## config.mk

```make
export PLATFORM = sky130hd
export DESIGN_NAME = glyph_coverage_alpha_blend_core_flat
export DESIGN_NICKNAME = d
export VERILOG_FILES = /design/src/design/gcab_pkg.sv /design/src/design/gcab_if.sv /design/src/design/gcab_front.sv /design/src/design/gcab_queue.sv /design/src/design/gcab_back.sv /design/src/design/glyph_coverage_alpha_blend_core.sv /design/src/flat_wrapper.sv
export SDC_FILE = /design/constraint.sdc
export NUM_CORES = 2
export LEC_CHECK = 0
export BUFFER_PORTS_ARGS = -buffer_cell sky130_fd_sc_hd__buf_2
export CORE_ASPECT_RATIO = 1.2
export CORE_UTILIZATION = 60
export DETAILED_ROUTE_END_ITERATION = 8
export MAX_ROUTING_LAYER = met4
export PLACE_DENSITY = 0.77
export SLEW_MARGIN = 0
export SYNTH_ARGS = -nofsm -noshare
export SYNTH_HDL_FRONTEND = slang
export SYNTH_HIERARCHICAL = 1
export SYNTH_SLANG_ARGS = --single-unit
export TNS_END_PERCENT = 30
```

## constraint.sdc

```tcl
create_clock -name clk -period 16.8 [get_ports clk]
set_clock_uncertainty 0.15 [all_clocks]
set_input_delay 2.52 -clock clk [delete_from_list [all_inputs] [get_ports clk]]
set_output_delay 2.52 -clock clk [all_outputs]
set_load 0.01 [all_outputs]
```

## src/design/gcab_pkg.sv

```systemverilog
// ----------------------------------------------------------------------------
// gcab_pkg
// Shared types and constants of the glyph coverage alpha blender.
// ----------------------------------------------------------------------------
`default_nettype none

package gcab_pkg;

    // Default coordinate width, columns and rows of up to 8191.
    localparam int COORD_BITS_DEF = 13;

    // Full blend weight, 255 * 255 * 129, and the normalizing shift.
    localparam logic [23:0] FULL_WEIGHT = 24'd8388225;
    localparam int          BLEND_SHIFT = 23;

    // Mono coverage of a set bit.
    localparam logic [7:0] COV_FULL = 8'hFF;

    // Depth of the queue between the classifier and the blend pipeline.
    localparam int QUEUE_DEPTH = 2;

    // Configuration register indexes.
    typedef enum logic [2:0] {
        REG_COLOR_FIRST   = 3'd0,
        REG_COLOR_SECOND  = 3'd1,
        REG_COLOR_THIRD   = 3'd2,
        REG_COLOR_OPACITY = 3'd3,
        REG_MONO_BITMAP   = 3'd4,
        REG_PLANAR_YUV    = 3'd5,
        REG_CHROMA_HSHIFT = 3'd6,
        REG_CHROMA_VSHIFT = 3'd7
    } cfg_index_t;

    // Configuration register file contents.
    typedef struct packed {
        logic [7:0] color_first;
        logic [7:0] color_second;
        logic [7:0] color_third;
        logic [7:0] color_opacity;
        logic       mono_bitmap;
        logic       planar_yuv;
        logic [1:0] chroma_hshift;
        logic [1:0] chroma_vshift;
    } cfg_t;

    localparam cfg_t CFG_RESET = '{
        color_first:   8'd0,
        color_second:  8'd0,
        color_third:   8'd0,
        color_opacity: 8'd255,
        mono_bitmap:   1'b0,
        planar_yuv:    1'b0,
        chroma_hshift: 2'd1,
        chroma_vshift: 2'd1
    };

    // Classified item handed from the front end to the blend pipeline.
    typedef struct packed {
        logic [7:0] coverage;
        logic       write_main;
        logic       write_chroma;
        logic [7:0] back_first;
        logic [7:0] back_second;
        logic [7:0] back_third;
    } item_t;

endpackage : gcab_pkg

`default_nettype wire

```

## src/design/gcab_if.sv

```systemverilog
// ----------------------------------------------------------------------------
// gcab_in_if / gcab_out_if
// Valid/ready channels carrying glyph samples in and blended pixels out.
// ----------------------------------------------------------------------------
`default_nettype none

interface gcab_in_if #(
    parameter int COORD_BITS = gcab_pkg::COORD_BITS_DEF
) ();
    logic                  valid;
    logic                  ready;
    logic [7:0]            coverage_byte;
    logic [2:0]            bit_index;
    logic [COORD_BITS-1:0] pixel_x;
    logic [COORD_BITS-1:0] pixel_y;
    logic [COORD_BITS:0]   frame_width;
    logic [COORD_BITS:0]   frame_height;
    logic [7:0]            back_first;
    logic [7:0]            back_second;
    logic [7:0]            back_third;

    modport source (
        output valid, coverage_byte, bit_index, pixel_x, pixel_y,
               frame_width, frame_height, back_first, back_second, back_third,
        input  ready
    );

    modport sink (
        input  valid, coverage_byte, bit_index, pixel_x, pixel_y,
               frame_width, frame_height, back_first, back_second, back_third,
        output ready
    );
endinterface : gcab_in_if

interface gcab_out_if ();
    logic       valid;
    logic       ready;
    logic [7:0] out_first;
    logic [7:0] out_second;
    logic [7:0] out_third;
    logic       write_main;
    logic       write_chroma;

    modport source (
        output valid, out_first, out_second, out_third, write_main, write_chroma,
        input  ready
    );

    modport sink (
        input  valid, out_first, out_second, out_third, write_main, write_chroma,
        output ready
    );
endinterface : gcab_out_if

`default_nettype wire

```

## src/design/gcab_front.sv

```systemverilog
// ----------------------------------------------------------------------------
// gcab_front
// Accepts glyph samples, derives coverage and the write flags, and registers
// the classified item for the queue.
// ----------------------------------------------------------------------------
`default_nettype none

module gcab_front #(
    parameter int COORD_BITS = gcab_pkg::COORD_BITS_DEF
) (
    input  wire logic          clk,
    input  wire logic          rst_n,
    input  wire gcab_pkg::cfg_t cfg,
    gcab_in_if.sink            pix_in,
    output logic               item_valid,
    input  wire logic          item_ready,
    output gcab_pkg::item_t    item
);

    logic            valid_reg;
    logic            valid_next;
    gcab_pkg::item_t item_reg;
    gcab_pkg::item_t item_next;

    logic [7:0] coverage;
    logic       in_bounds;
    logic [2:0] hmask;
    logic [2:0] vmask;
    logic       chroma_site;
    logic       write_main;
    logic       accept;

    // The output register takes a new item when empty or when it drains.
    assign pix_in.ready = !valid_reg || item_ready;
    assign accept       = pix_in.valid && pix_in.ready;

    // Coverage: the byte itself, or one bit of it widened to full coverage.
    always_comb
    begin
        if (cfg.mono_bitmap)
        begin
            coverage = pix_in.coverage_byte[3'd7 - pix_in.bit_index] ?
                       gcab_pkg::COV_FULL : 8'd0;
        end
        else
        begin
            coverage = pix_in.coverage_byte;
        end
    end

    // Clipping and chroma subsampling sites.
    assign in_bounds = ({1'b0, pix_in.pixel_x} < pix_in.frame_width) &&
                       ({1'b0, pix_in.pixel_y} < pix_in.frame_height);
    assign hmask = 3'((4'd1 << cfg.chroma_hshift) - 4'd1);
    assign vmask = 3'((4'd1 << cfg.chroma_vshift) - 4'd1);
    assign chroma_site = ((pix_in.pixel_x[2:0] & hmask) == 3'd0) &&
                         ((pix_in.pixel_y[2:0] & vmask) == 3'd0);
    assign write_main = (coverage != 8'd0) && in_bounds;

    // Next values of the output register.
    always_comb
    begin
        valid_next = valid_reg;
        item_next  = item_reg;
        if (accept)
        begin
            valid_next             = 1'b1;
            item_next.coverage     = coverage;
            item_next.write_main   = write_main;
            item_next.write_chroma = write_main && (!cfg.planar_yuv || chroma_site);
            item_next.back_first   = pix_in.back_first;
            item_next.back_second  = pix_in.back_second;
            item_next.back_third   = pix_in.back_third;
        end
        else if (item_ready)
        begin
            valid_next = 1'b0;
        end
    end

    always_ff @(posedge clk or negedge rst_n)
    begin
        if (!rst_n)
        begin
            valid_reg <= 1'b0;
        end
        else
        begin
            valid_reg <= valid_next;
        end
    end

    always_ff @(posedge clk)
    begin
        item_reg <= item_next;
    end

    assign item_valid = valid_reg;
    assign item       = item_reg;

endmodule : gcab_front

`default_nettype wire

```

## src/design/gcab_queue.sv

```systemverilog
// ----------------------------------------------------------------------------
// gcab_queue
// Short first-in first-out queue between the front end and the blend
// pipeline, so that each side can stall on its own.
// ----------------------------------------------------------------------------
`default_nettype none

module gcab_queue (
    input  wire logic        clk,
    input  wire logic        rst_n,
    input  wire logic        push_valid,
    output logic             push_ready,
    input  wire gcab_pkg::item_t push_item,
    output logic             pop_valid,
    input  wire logic        pop_ready,
    output gcab_pkg::item_t  pop_item
);

    localparam int PTR_W = $clog2(gcab_pkg::QUEUE_DEPTH);
    localparam int CNT_W = $clog2(gcab_pkg::QUEUE_DEPTH + 1);
    localparam logic [CNT_W-1:0] FULL_COUNT = CNT_W'(gcab_pkg::QUEUE_DEPTH);
    localparam logic [PTR_W-1:0] LAST_PTR   = PTR_W'(gcab_pkg::QUEUE_DEPTH - 1);

    gcab_pkg::item_t  entry_reg [gcab_pkg::QUEUE_DEPTH];
    logic [PTR_W-1:0] wr_ptr_reg;
    logic [PTR_W-1:0] wr_ptr_next;
    logic [PTR_W-1:0] rd_ptr_reg;
    logic [PTR_W-1:0] rd_ptr_next;
    logic [CNT_W-1:0] count_reg;
    logic [CNT_W-1:0] count_next;
    logic             push;
    logic             pop;

    assign push_ready = (count_reg != FULL_COUNT);
    assign pop_valid  = (count_reg != '0);
    assign pop_item   = entry_reg[rd_ptr_reg];
    assign push       = push_valid && push_ready;
    assign pop        = pop_valid && pop_ready;

    // Pointer and fill count updates.
    always_comb
    begin
        wr_ptr_next = wr_ptr_reg;
        rd_ptr_next = rd_ptr_reg;
        count_next  = count_reg;
        if (push)
        begin
            wr_ptr_next = (wr_ptr_reg == LAST_PTR) ? '0 : wr_ptr_reg + 1'b1;
        end
        if (pop)
        begin
            rd_ptr_next = (rd_ptr_reg == LAST_PTR) ? '0 : rd_ptr_reg + 1'b1;
        end
        if (push && !pop)
        begin
            count_next = count_reg + 1'b1;
        end
        else if (pop && !push)
        begin
            count_next = count_reg - 1'b1;
        end
    end

    always_ff @(posedge clk or negedge rst_n)
    begin
        if (!rst_n)
        begin
            wr_ptr_reg <= '0;
            rd_ptr_reg <= '0;
            count_reg  <= '0;
        end
        else
        begin
            wr_ptr_reg <= wr_ptr_next;
            rd_ptr_reg <= rd_ptr_next;
            count_reg  <= count_next;
        end
    end

    // Entry storage.
    always_ff @(posedge clk)
    begin
        if (push)
        begin
            entry_reg[wr_ptr_reg] <= push_item;
        end
    end

endmodule : gcab_queue

`default_nettype wire

```

## src/design/gcab_back.sv

```systemverilog
// ----------------------------------------------------------------------------
// gcab_back
// Four-stage blend pipeline: opacity times coverage, the weight by 129 and its
// complement, per-component products, then sum, shift and select into the
// output register.
// ----------------------------------------------------------------------------
`default_nettype none

module gcab_back (
    input  wire logic        clk,
    input  wire logic        rst_n,
    input  wire gcab_pkg::cfg_t  cfg,
    input  wire logic        item_valid,
    output logic             item_ready,
    input  wire gcab_pkg::item_t item,
    gcab_out_if.source       pix_out
);

    // Stage valid flags and their advance conditions.
    logic v1_reg, v1_next;
    logic v2_reg, v2_next;
    logic v3_reg, v3_next;
    logic v4_reg, v4_next;
    logic adv1, adv2, adv3, adv4;

    // Stage payloads.
    gcab_pkg::item_t item1_reg, item1_next;
    gcab_pkg::item_t item2_reg, item2_next;
    gcab_pkg::item_t item3_reg, item3_next;
    logic [15:0] a16_reg, a16_next;
    logic [23:0] wgt_reg, wgt_next;
    logic [23:0] inv_reg, inv_next;
    logic [31:0] pc0_reg, pc0_next;
    logic [31:0] pc1_reg, pc1_next;
    logic [31:0] pc2_reg, pc2_next;
    logic [31:0] pb0_reg, pb0_next;
    logic [31:0] pb1_reg, pb1_next;
    logic [31:0] pb2_reg, pb2_next;
    logic [7:0]  o0_reg, o0_next;
    logic [7:0]  o1_reg, o1_next;
    logic [7:0]  o2_reg, o2_next;
    logic        wm_reg, wm_next;
    logic        wc_reg, wc_next;

    logic [32:0] sum0, sum1, sum2;

    // A stage loads when it is empty or its content moves on.
    assign adv4       = !v4_reg || pix_out.ready;
    assign adv3       = !v3_reg || adv4;
    assign adv2       = !v2_reg || adv3;
    assign adv1       = !v1_reg || adv2;
    assign item_ready = adv1;

    assign v1_next = adv1 ? item_valid : v1_reg;
    assign v2_next = adv2 ? v1_reg : v2_reg;
    assign v3_next = adv3 ? v2_reg : v3_reg;
    assign v4_next = adv4 ? v3_reg : v4_reg;

    // Stage one: opacity times coverage.
    assign item1_next = (adv1 && item_valid) ? item : item1_reg;
    assign a16_next   = (adv1 && item_valid) ?
                        16'(cfg.color_opacity) * 16'(item.coverage) : a16_reg;

    // Stage two: times 129 as a shift and add, and the complement weight.
    assign item2_next = (adv2 && v1_reg) ? item1_reg : item2_reg;
    assign wgt_next   = (adv2 && v1_reg) ?
                        ({1'b0, a16_reg, 7'd0} + 24'(a16_reg)) : wgt_reg;
    assign inv_next   = (adv2 && v1_reg) ?
                        (gcab_pkg::FULL_WEIGHT - ({1'b0, a16_reg, 7'd0} + 24'(a16_reg))) :
                        inv_reg;

    // Stage three: color and background products for each component.
    always_comb
    begin
        item3_next = item3_reg;
        pc0_next   = pc0_reg;
        pc1_next   = pc1_reg;
        pc2_next   = pc2_reg;
        pb0_next   = pb0_reg;
        pb1_next   = pb1_reg;
        pb2_next   = pb2_reg;
        if (adv3 && v2_reg)
        begin
            item3_next = item2_reg;
            pc0_next   = 32'(wgt_reg) * 32'(cfg.color_first);
            pc1_next   = 32'(wgt_reg) * 32'(cfg.color_second);
            pc2_next   = 32'(wgt_reg) * 32'(cfg.color_third);
            pb0_next   = 32'(inv_reg) * 32'(item2_reg.back_first);
            pb1_next   = 32'(inv_reg) * 32'(item2_reg.back_second);
            pb2_next   = 32'(inv_reg) * 32'(item2_reg.back_third);
        end
    end

    // Stage four: sum, normalize and keep the background where not written.
    assign sum0 = 33'(pc0_reg) + 33'(pb0_reg);
    assign sum1 = 33'(pc1_reg) + 33'(pb1_reg);
    assign sum2 = 33'(pc2_reg) + 33'(pb2_reg);

    always_comb
    begin
        o0_next = o0_reg;
        o1_next = o1_reg;
        o2_next = o2_reg;
        wm_next = wm_reg;
        wc_next = wc_reg;
        if (adv4 && v3_reg)
        begin
            wm_next = item3_reg.write_main;
            wc_next = item3_reg.write_chroma;
            o0_next = item3_reg.write_main ?
                      sum0[gcab_pkg::BLEND_SHIFT +: 8] : item3_reg.back_first;
            o1_next = item3_reg.write_chroma ?
                      sum1[gcab_pkg::BLEND_SHIFT +: 8] : item3_reg.back_second;
            o2_next = item3_reg.write_chroma ?
                      sum2[gcab_pkg::BLEND_SHIFT +: 8] : item3_reg.back_third;
        end
    end

    always_ff @(posedge clk or negedge rst_n)
    begin
        if (!rst_n)
        begin
            v1_reg <= 1'b0;
            v2_reg <= 1'b0;
            v3_reg <= 1'b0;
            v4_reg <= 1'b0;
        end
        else
        begin
            v1_reg <= v1_next;
            v2_reg <= v2_next;
            v3_reg <= v3_next;
            v4_reg <= v4_next;
        end
    end

    always_ff @(posedge clk)
    begin
        item1_reg <= item1_next;
        a16_reg   <= a16_next;
        item2_reg <= item2_next;
        wgt_reg   <= wgt_next;
        inv_reg   <= inv_next;
        item3_reg <= item3_next;
        pc0_reg   <= pc0_next;
        pc1_reg   <= pc1_next;
        pc2_reg   <= pc2_next;
        pb0_reg   <= pb0_next;
        pb1_reg   <= pb1_next;
        pb2_reg   <= pb2_next;
        o0_reg    <= o0_next;
        o1_reg    <= o1_next;
        o2_reg    <= o2_next;
        wm_reg    <= wm_next;
        wc_reg    <= wc_next;
    end

    assign pix_out.valid        = v4_reg;
    assign pix_out.out_first    = o0_reg;
    assign pix_out.out_second   = o1_reg;
    assign pix_out.out_third    = o2_reg;
    assign pix_out.write_main   = wm_reg;
    assign pix_out.write_chroma = wc_reg;

endmodule : gcab_back

`default_nettype wire

```

## src/design/glyph_coverage_alpha_blend_core.sv

```systemverilog
// ----------------------------------------------------------------------------
// glyph_coverage_alpha_blend_core
// Blends one glyph coverage sample over one background pixel per item.
// ----------------------------------------------------------------------------
//
//   Channel    Direction  Handshake    Carries
//   pix_in     in         valid/ready  coverage, bit index, position, frame
//                                      size, background components
//   pix_out    out        valid/ready  blended components, write flags
//   cfg port   in         cfg_we       register index and write data
//
// One item per clock is sustained while pix_out is ready. The accepting edge
// loads the classifier register; the item then passes the queue entry and
// the four blend stages (opacity times coverage, the weight by 129 and its
// complement, the 24 by 8 products, sum and shift into the output register).
// Reset clears valid flags and pointers and loads register defaults.
// A stalled output fills the pipeline and then the two-entry queue before
// the input side stops taking items.
// ----------------------------------------------------------------------------
`default_nettype none

module glyph_coverage_alpha_blend_core #(
    parameter int COORD_BITS = gcab_pkg::COORD_BITS_DEF
) (
    input  wire logic       clk,
    input  wire logic       rst_n,
    gcab_in_if.sink         pix_in,
    gcab_out_if.source      pix_out,
    input  wire logic       cfg_we,
    input  wire logic [2:0] cfg_index,
    input  wire logic [7:0] cfg_data
);

    gcab_pkg::cfg_t  cfg_reg;
    gcab_pkg::cfg_t  cfg_next;
    logic            front_valid;
    logic            front_ready;
    gcab_pkg::item_t front_item;
    logic            queue_valid;
    logic            queue_ready;
    gcab_pkg::item_t queue_item;

    // Configuration register writes.
    always_comb
    begin
        cfg_next = cfg_reg;
        if (cfg_we)
        begin
            unique case (gcab_pkg::cfg_index_t'(cfg_index))
                gcab_pkg::REG_COLOR_FIRST:   cfg_next.color_first   = cfg_data;
                gcab_pkg::REG_COLOR_SECOND:  cfg_next.color_second  = cfg_data;
                gcab_pkg::REG_COLOR_THIRD:   cfg_next.color_third   = cfg_data;
                gcab_pkg::REG_COLOR_OPACITY: cfg_next.color_opacity = cfg_data;
                gcab_pkg::REG_MONO_BITMAP:   cfg_next.mono_bitmap   = cfg_data[0];
                gcab_pkg::REG_PLANAR_YUV:    cfg_next.planar_yuv    = cfg_data[0];
                gcab_pkg::REG_CHROMA_HSHIFT: cfg_next.chroma_hshift = cfg_data[1:0];
                gcab_pkg::REG_CHROMA_VSHIFT: cfg_next.chroma_vshift = cfg_data[1:0];
                default:                     cfg_next = cfg_reg;
            endcase
        end
    end

    always_ff @(posedge clk or negedge rst_n)
    begin
        if (!rst_n)
        begin
            cfg_reg <= gcab_pkg::CFG_RESET;
        end
        else
        begin
            cfg_reg <= cfg_next;
        end
    end

    // Classifier front end.
    gcab_front #(
        .COORD_BITS (COORD_BITS)
    ) u_front (
        .clk        (clk),
        .rst_n      (rst_n),
        .cfg        (cfg_reg),
        .pix_in     (pix_in),
        .item_valid (front_valid),
        .item_ready (front_ready),
        .item       (front_item)
    );

    // Decoupling queue.
    gcab_queue u_queue (
        .clk        (clk),
        .rst_n      (rst_n),
        .push_valid (front_valid),
        .push_ready (front_ready),
        .push_item  (front_item),
        .pop_valid  (queue_valid),
        .pop_ready  (queue_ready),
        .pop_item   (queue_item)
    );

    // Blend pipeline.
    gcab_back u_back (
        .clk        (clk),
        .rst_n      (rst_n),
        .cfg        (cfg_reg),
        .item_valid (queue_valid),
        .item_ready (queue_ready),
        .item       (queue_item),
        .pix_out    (pix_out)
    );

endmodule : glyph_coverage_alpha_blend_core

`default_nettype wire
```

## src/flat_wrapper.sv

```systemverilog
// flat-port wrapper written by rule: the top's interface ports become plain ports
module glyph_coverage_alpha_blend_core_flat 
#(
    parameter int COORD_BITS = gcab_pkg::COORD_BITS_DEF
)
  (clk, rst_n, cfg_we, cfg_index, cfg_data, pix_in_valid, pix_in_coverage_byte, pix_in_bit_index, pix_in_pixel_x, pix_in_pixel_y, pix_in_frame_width, pix_in_frame_height, pix_in_back_first, pix_in_back_second, pix_in_back_third, pix_in_ready, pix_out_valid, pix_out_out_first, pix_out_out_second, pix_out_out_third, pix_out_write_main, pix_out_write_chroma, pix_out_ready);
  gcab_in_if #(.COORD_BITS(COORD_BITS)) pix_in_i ();
  gcab_out_if pix_out_i ();
  input  wire logic clk;
  input  wire logic rst_n;
  input  wire logic cfg_we;
  input  wire logic [2:0] cfg_index;
  input  wire logic [7:0] cfg_data;
  input wire logic [$bits(pix_in_i.valid)-1:0] pix_in_valid;
  input wire logic [$bits(pix_in_i.coverage_byte)-1:0] pix_in_coverage_byte;
  input wire logic [$bits(pix_in_i.bit_index)-1:0] pix_in_bit_index;
  input wire logic [$bits(pix_in_i.pixel_x)-1:0] pix_in_pixel_x;
  input wire logic [$bits(pix_in_i.pixel_y)-1:0] pix_in_pixel_y;
  input wire logic [$bits(pix_in_i.frame_width)-1:0] pix_in_frame_width;
  input wire logic [$bits(pix_in_i.frame_height)-1:0] pix_in_frame_height;
  input wire logic [$bits(pix_in_i.back_first)-1:0] pix_in_back_first;
  input wire logic [$bits(pix_in_i.back_second)-1:0] pix_in_back_second;
  input wire logic [$bits(pix_in_i.back_third)-1:0] pix_in_back_third;
  output wire logic [$bits(pix_in_i.ready)-1:0] pix_in_ready;
  output wire logic [$bits(pix_out_i.valid)-1:0] pix_out_valid;
  output wire logic [$bits(pix_out_i.out_first)-1:0] pix_out_out_first;
  output wire logic [$bits(pix_out_i.out_second)-1:0] pix_out_out_second;
  output wire logic [$bits(pix_out_i.out_third)-1:0] pix_out_out_third;
  output wire logic [$bits(pix_out_i.write_main)-1:0] pix_out_write_main;
  output wire logic [$bits(pix_out_i.write_chroma)-1:0] pix_out_write_chroma;
  input wire logic [$bits(pix_out_i.ready)-1:0] pix_out_ready;
  assign pix_in_i.valid = pix_in_valid;
  assign pix_in_i.coverage_byte = pix_in_coverage_byte;
  assign pix_in_i.bit_index = pix_in_bit_index;
  assign pix_in_i.pixel_x = pix_in_pixel_x;
  assign pix_in_i.pixel_y = pix_in_pixel_y;
  assign pix_in_i.frame_width = pix_in_frame_width;
  assign pix_in_i.frame_height = pix_in_frame_height;
  assign pix_in_i.back_first = pix_in_back_first;
  assign pix_in_i.back_second = pix_in_back_second;
  assign pix_in_i.back_third = pix_in_back_third;
  assign pix_in_ready = pix_in_i.ready;
  assign pix_out_valid = pix_out_i.valid;
  assign pix_out_out_first = pix_out_i.out_first;
  assign pix_out_out_second = pix_out_i.out_second;
  assign pix_out_out_third = pix_out_i.out_third;
  assign pix_out_write_main = pix_out_i.write_main;
  assign pix_out_write_chroma = pix_out_i.write_chroma;
  assign pix_out_i.ready = pix_out_ready;
  glyph_coverage_alpha_blend_core #(.COORD_BITS(COORD_BITS)) u_core (.clk(clk), .rst_n(rst_n), .pix_in(pix_in_i), .pix_out(pix_out_i), .cfg_we(cfg_we), .cfg_index(cfg_index), .cfg_data(cfg_data));
endmodule
```

==> results.md <==
- The run finished with clean final reports.
- Detailed placement finished with a half-perimeter wire length of ~100 mm.
- Sorting the synthesized cells by area gives the leading types as fa_1 29%, edfxtp_1 24%, ha_1 10%.
- The maximum achievable frequency is around 160 MHz.
- The post-detailed-routing wire length is ~140 mm.
- The quantity of hold-fixing buffers added after cts is 0.
- The family with the most delay on the worst path is adder cells.
- Clock-pin slew was measured on the worst setup and hold paths at roughly 0.07 ns.
- The hold violation total from the final report was 0.
- The critical path crosses 16 cells after its start point.
- The post-cts repair resize count is 0.
- After synthesis, the most frequently instantiated cells are 911 x and2_1, 846 x inv_1, 823 x fa_1, 458 x ha_1, 455 x edfxtp_1.
- The shortest clock period the worst path allows after layout is between 6 and 7 ns.
- Post-CTS timing repair inserted 0 buffers for setup.
- The delay of the slowest cell on the worst path is slightly below 1 ns.
- After detailed routing, the average wire length per cell comes to between 20 and 25 um.
- Clock tree synthesis selected as its root buffer the cell clkbuf_16.
- The final setup TNS is 0 ns.
- The worst max-slew margin expressed relative to the limit is about a fifth.
- The via count of the first global-routing pass is approximately 42000.
- Of all nets on the critical path, the largest fanout is 24.
- The first detailed-routing pass took 5 iterations.
- Once detail routing completed, the nets flagged for antenna violations numbered 0.
- The worst setup path is launched from a flop.
- The longest clock path from root to sink contains 3 buffers.
- A synthesized cell averages ~11 um^2.
- Setup repair after global routing left no endpoint under its margin.
- The die covers around 97000 um^2.
- After floorplanning, the core was divided into roughly 120 placement rows.
- The critical path endpoint category is a flop.
- The most frequent cell after synthesis is and2_1.
- The worst register-to-register path has a setup slack of approximately 11 ns.
- The count of synthesis-stage warnings from yosys is 6.
- Global routing used 30.4% of the available tracks.
- The number of buffers and inverters on the critical path is 2.
- The H-tree level count is 2.
- The number of clock sinks is about 500.
- The number of distinct standard cells referenced by the synthesized netlist is between 100 and 150.
- The layout net count is approximately 7000.
- In this run the worst setup path begins at u_core/u_back/inv_reg[8].
- TritonCTS built the clock tree.
- In this run the critical register-to-register path is captured at u_core/u_back/pb0_reg[24].
- The beginning of the worst register-to-register path is u_core/u_back/inv_reg[8].
- The die is 284 um wide.
- Setup violations remaining at the end of the flow were counted as 0.
- The final period utilization is between 30% and 40%.
- The worst endpoint required time is ~17 ns.
- The flip-flop count of the largest register after layout is 68.
- The initial antenna violation count is 11.
- In the global route stage, met3 resource usage came out at between 3 and 4%.
- The top cell type by area accounts for 28.7% of the synthesized area.
- The prevailing post-synth register cell is edfxtp_1.
- The first-pass GRT wire length is 222 mm.
- The die outline height is 341 um.
- The share of flip-flops with an asynchronous set or reset is 9.36%.
- The routability-driven placement congestion ratio is a little over 0.9.
- Fill cells in the final layout number 7432.
- The layout cell share with drive strength beyond 1 is about 7.5%.
- Data arrives at the worst endpoint at 6.43 ns.
- The layer flagged by global routing as most heavily used is met2.
- The area growth from synthesis to layout is 6.29%.
- Timing analysis after detailed placement gives a worst setup slack of between 10 and 15 ns.
- Among all stages on the critical path, the largest delay is contributed by edfxtp_1.
- The total of buffers placed on input and output ports is between 100 and 150.
- The post-synthesis sequential area ratio is around a quarter.
- The total global routing overflow is 0.
- The cell repeated most along the worst path is fa_1.
- The insertion delay of the later-clocked pin in the worst-skew pair is between 0.6 and 0.7 ns.
- Dividing the detail-routed via count by the number of cells gives approximately 5.8.
- Buffers inserted during clock tree synthesis total 54.
- After floorplanning, the core was sized to cover between 90000 and 100000 um^2.
- The number of nets handed over by synthesis was 6820.
- Summing all multi-input logic gate instances after layout gives about 38000 um^2.
- The total standard cell area after synthesis is between 50000 and 60000 um^2.
- For the pin with the worst max-slew slack, the measured transition is 1.19 ns.
- Pin placement for this block handled 133 I/O pins.
- The number of synthesized register bits is approximately 500.
- The count of final max-slew check failures came to 0.
- At the end of the flow the core is filled with cells to between 60 and 70%.
- The DRC marker count from the first detailed-route iteration is roughly 2300.
- The number of cells traversed by the worst register-to-register path is 16.
- Setup slack closes at around 11 ns.
- The signal on the critical path passes through and2_1, fa_1, fa_1, fa_1, inv_1, fa_1, inv_1, ha_1, and3_1, nand2_1, o31ai_1, o21ai_1, o31ai_1, a21o_1, a21oi_1, xnor2_1.
- The type of the tightest min-delay check is reg -> reg.
- The global routing met2 resource utilization is between 50% and 60%.
- The kind of critical path is reg -> reg.
- Summing over every cut layer, the via total after detailed routing is 38900.
- The destination of the critical timing path is u_core/u_back/pb0_reg[24].
- Entering global routing, the biggest net connects 84 pins.
- In the global route stage, met1 resource usage came out at approximately a third.
- The initial core utilization is between 60% and 70%.
- The max-cap violation count is 0.
- The library cell occupying the most area in the post-synthesis netlist is fa_1.
- Counting every instance in the synthesized netlist gives ~5400.
- In the final layout, flip-flops and latches occupy about 15000 um^2.
- For this run, design rule violations remaining after detail routing come to 0.
- The number of synthesized flops with an enable pin is 455.
## per-stage QoR
stage	cell area (um^2)	std cells	hold slack [ns]
floorplan	57400	5434	0.250
global placement	59100	6647	0.251
detailed placement	59100	6647	0.255
CTS	61000	6746	0.245
global route	61000	6749	0.266
finish	61000	6749	0.247
## how the worst min path moves through the flow
stage	start	end	slack [ns]	cells past startpoint
2_1_floorplan	u_core/u_back/item1_reg[0]	u_core/u_back/item2_reg[0]	0.25	0
3_3_place_gp	u_core/u_back/item2_reg[24]	u_core/u_back/item3_reg[24]	0.25	0
3_5_place_dp	u_core/u_back/item1_reg[12]	u_core/u_back/item2_reg[12]	0.25	0
4_1_cts	u_core/u_front/item[26]	u_core/u_queue/entry_reg[0][26]	0.24	0
5_1_grt	u_core/u_front/item[26]	u_core/u_queue/entry_reg[0][26]	0.27	0
6_report	u_core/u_front/item[26]	u_core/u_queue/entry_reg[0][26]	0.25	0
## layout by cell type (no fill, tap or decap), types with 36 or more instances in the layout
cell       count
fa_1         823
mux2_2        61
ha_1         458
edfxtp_1     455
and2_1       908
xor2_1        62
a21o_1        71
buf_2        132
xnor2_1      166
o21a_1        46
inv_1        846
nand2_1      419
buf_4         44
o21ai_0       85
nor2_1       118
dfrtp_1       36
nand3_1       45
clkbuf_16     54
a21oi_1      155
## layer usage
metal	wire length, um	share of wire, %	vias up
li1	-	-	17500
met1	50600	37	19700
met2	71300	52	1317
met3	7390	5.4	437
met4	8740	6.3	0
met5	0	0	-
## layout make-up
cell class	instances	share of cell area [%]
multi-input cells	3873	63.1
well taps	1250	2.57
clock buffers	61	2.28
inverters	846	5.21
diodes	3	0.0123
clock inverters	38	0.827
flip-flops and latches	502	24.4
repair buffers	176	1.63
## logic make-up after synthesis
logic type / count (synthesis) / share of synthesized area [%]
flops: 502 / 25.9
fa+ha+maj: 1281 / 38.7
mux: 93 / 2.01
xor+xnor: 228 / 3.48
buf+inv: 1059 / 7.05
compound gates: 582 / 6.80
simple gates: 1689 / 16.0
Power is not shown: default switching activity piles up to over one toggle a cycle in this logic, so the estimate is an artifact.
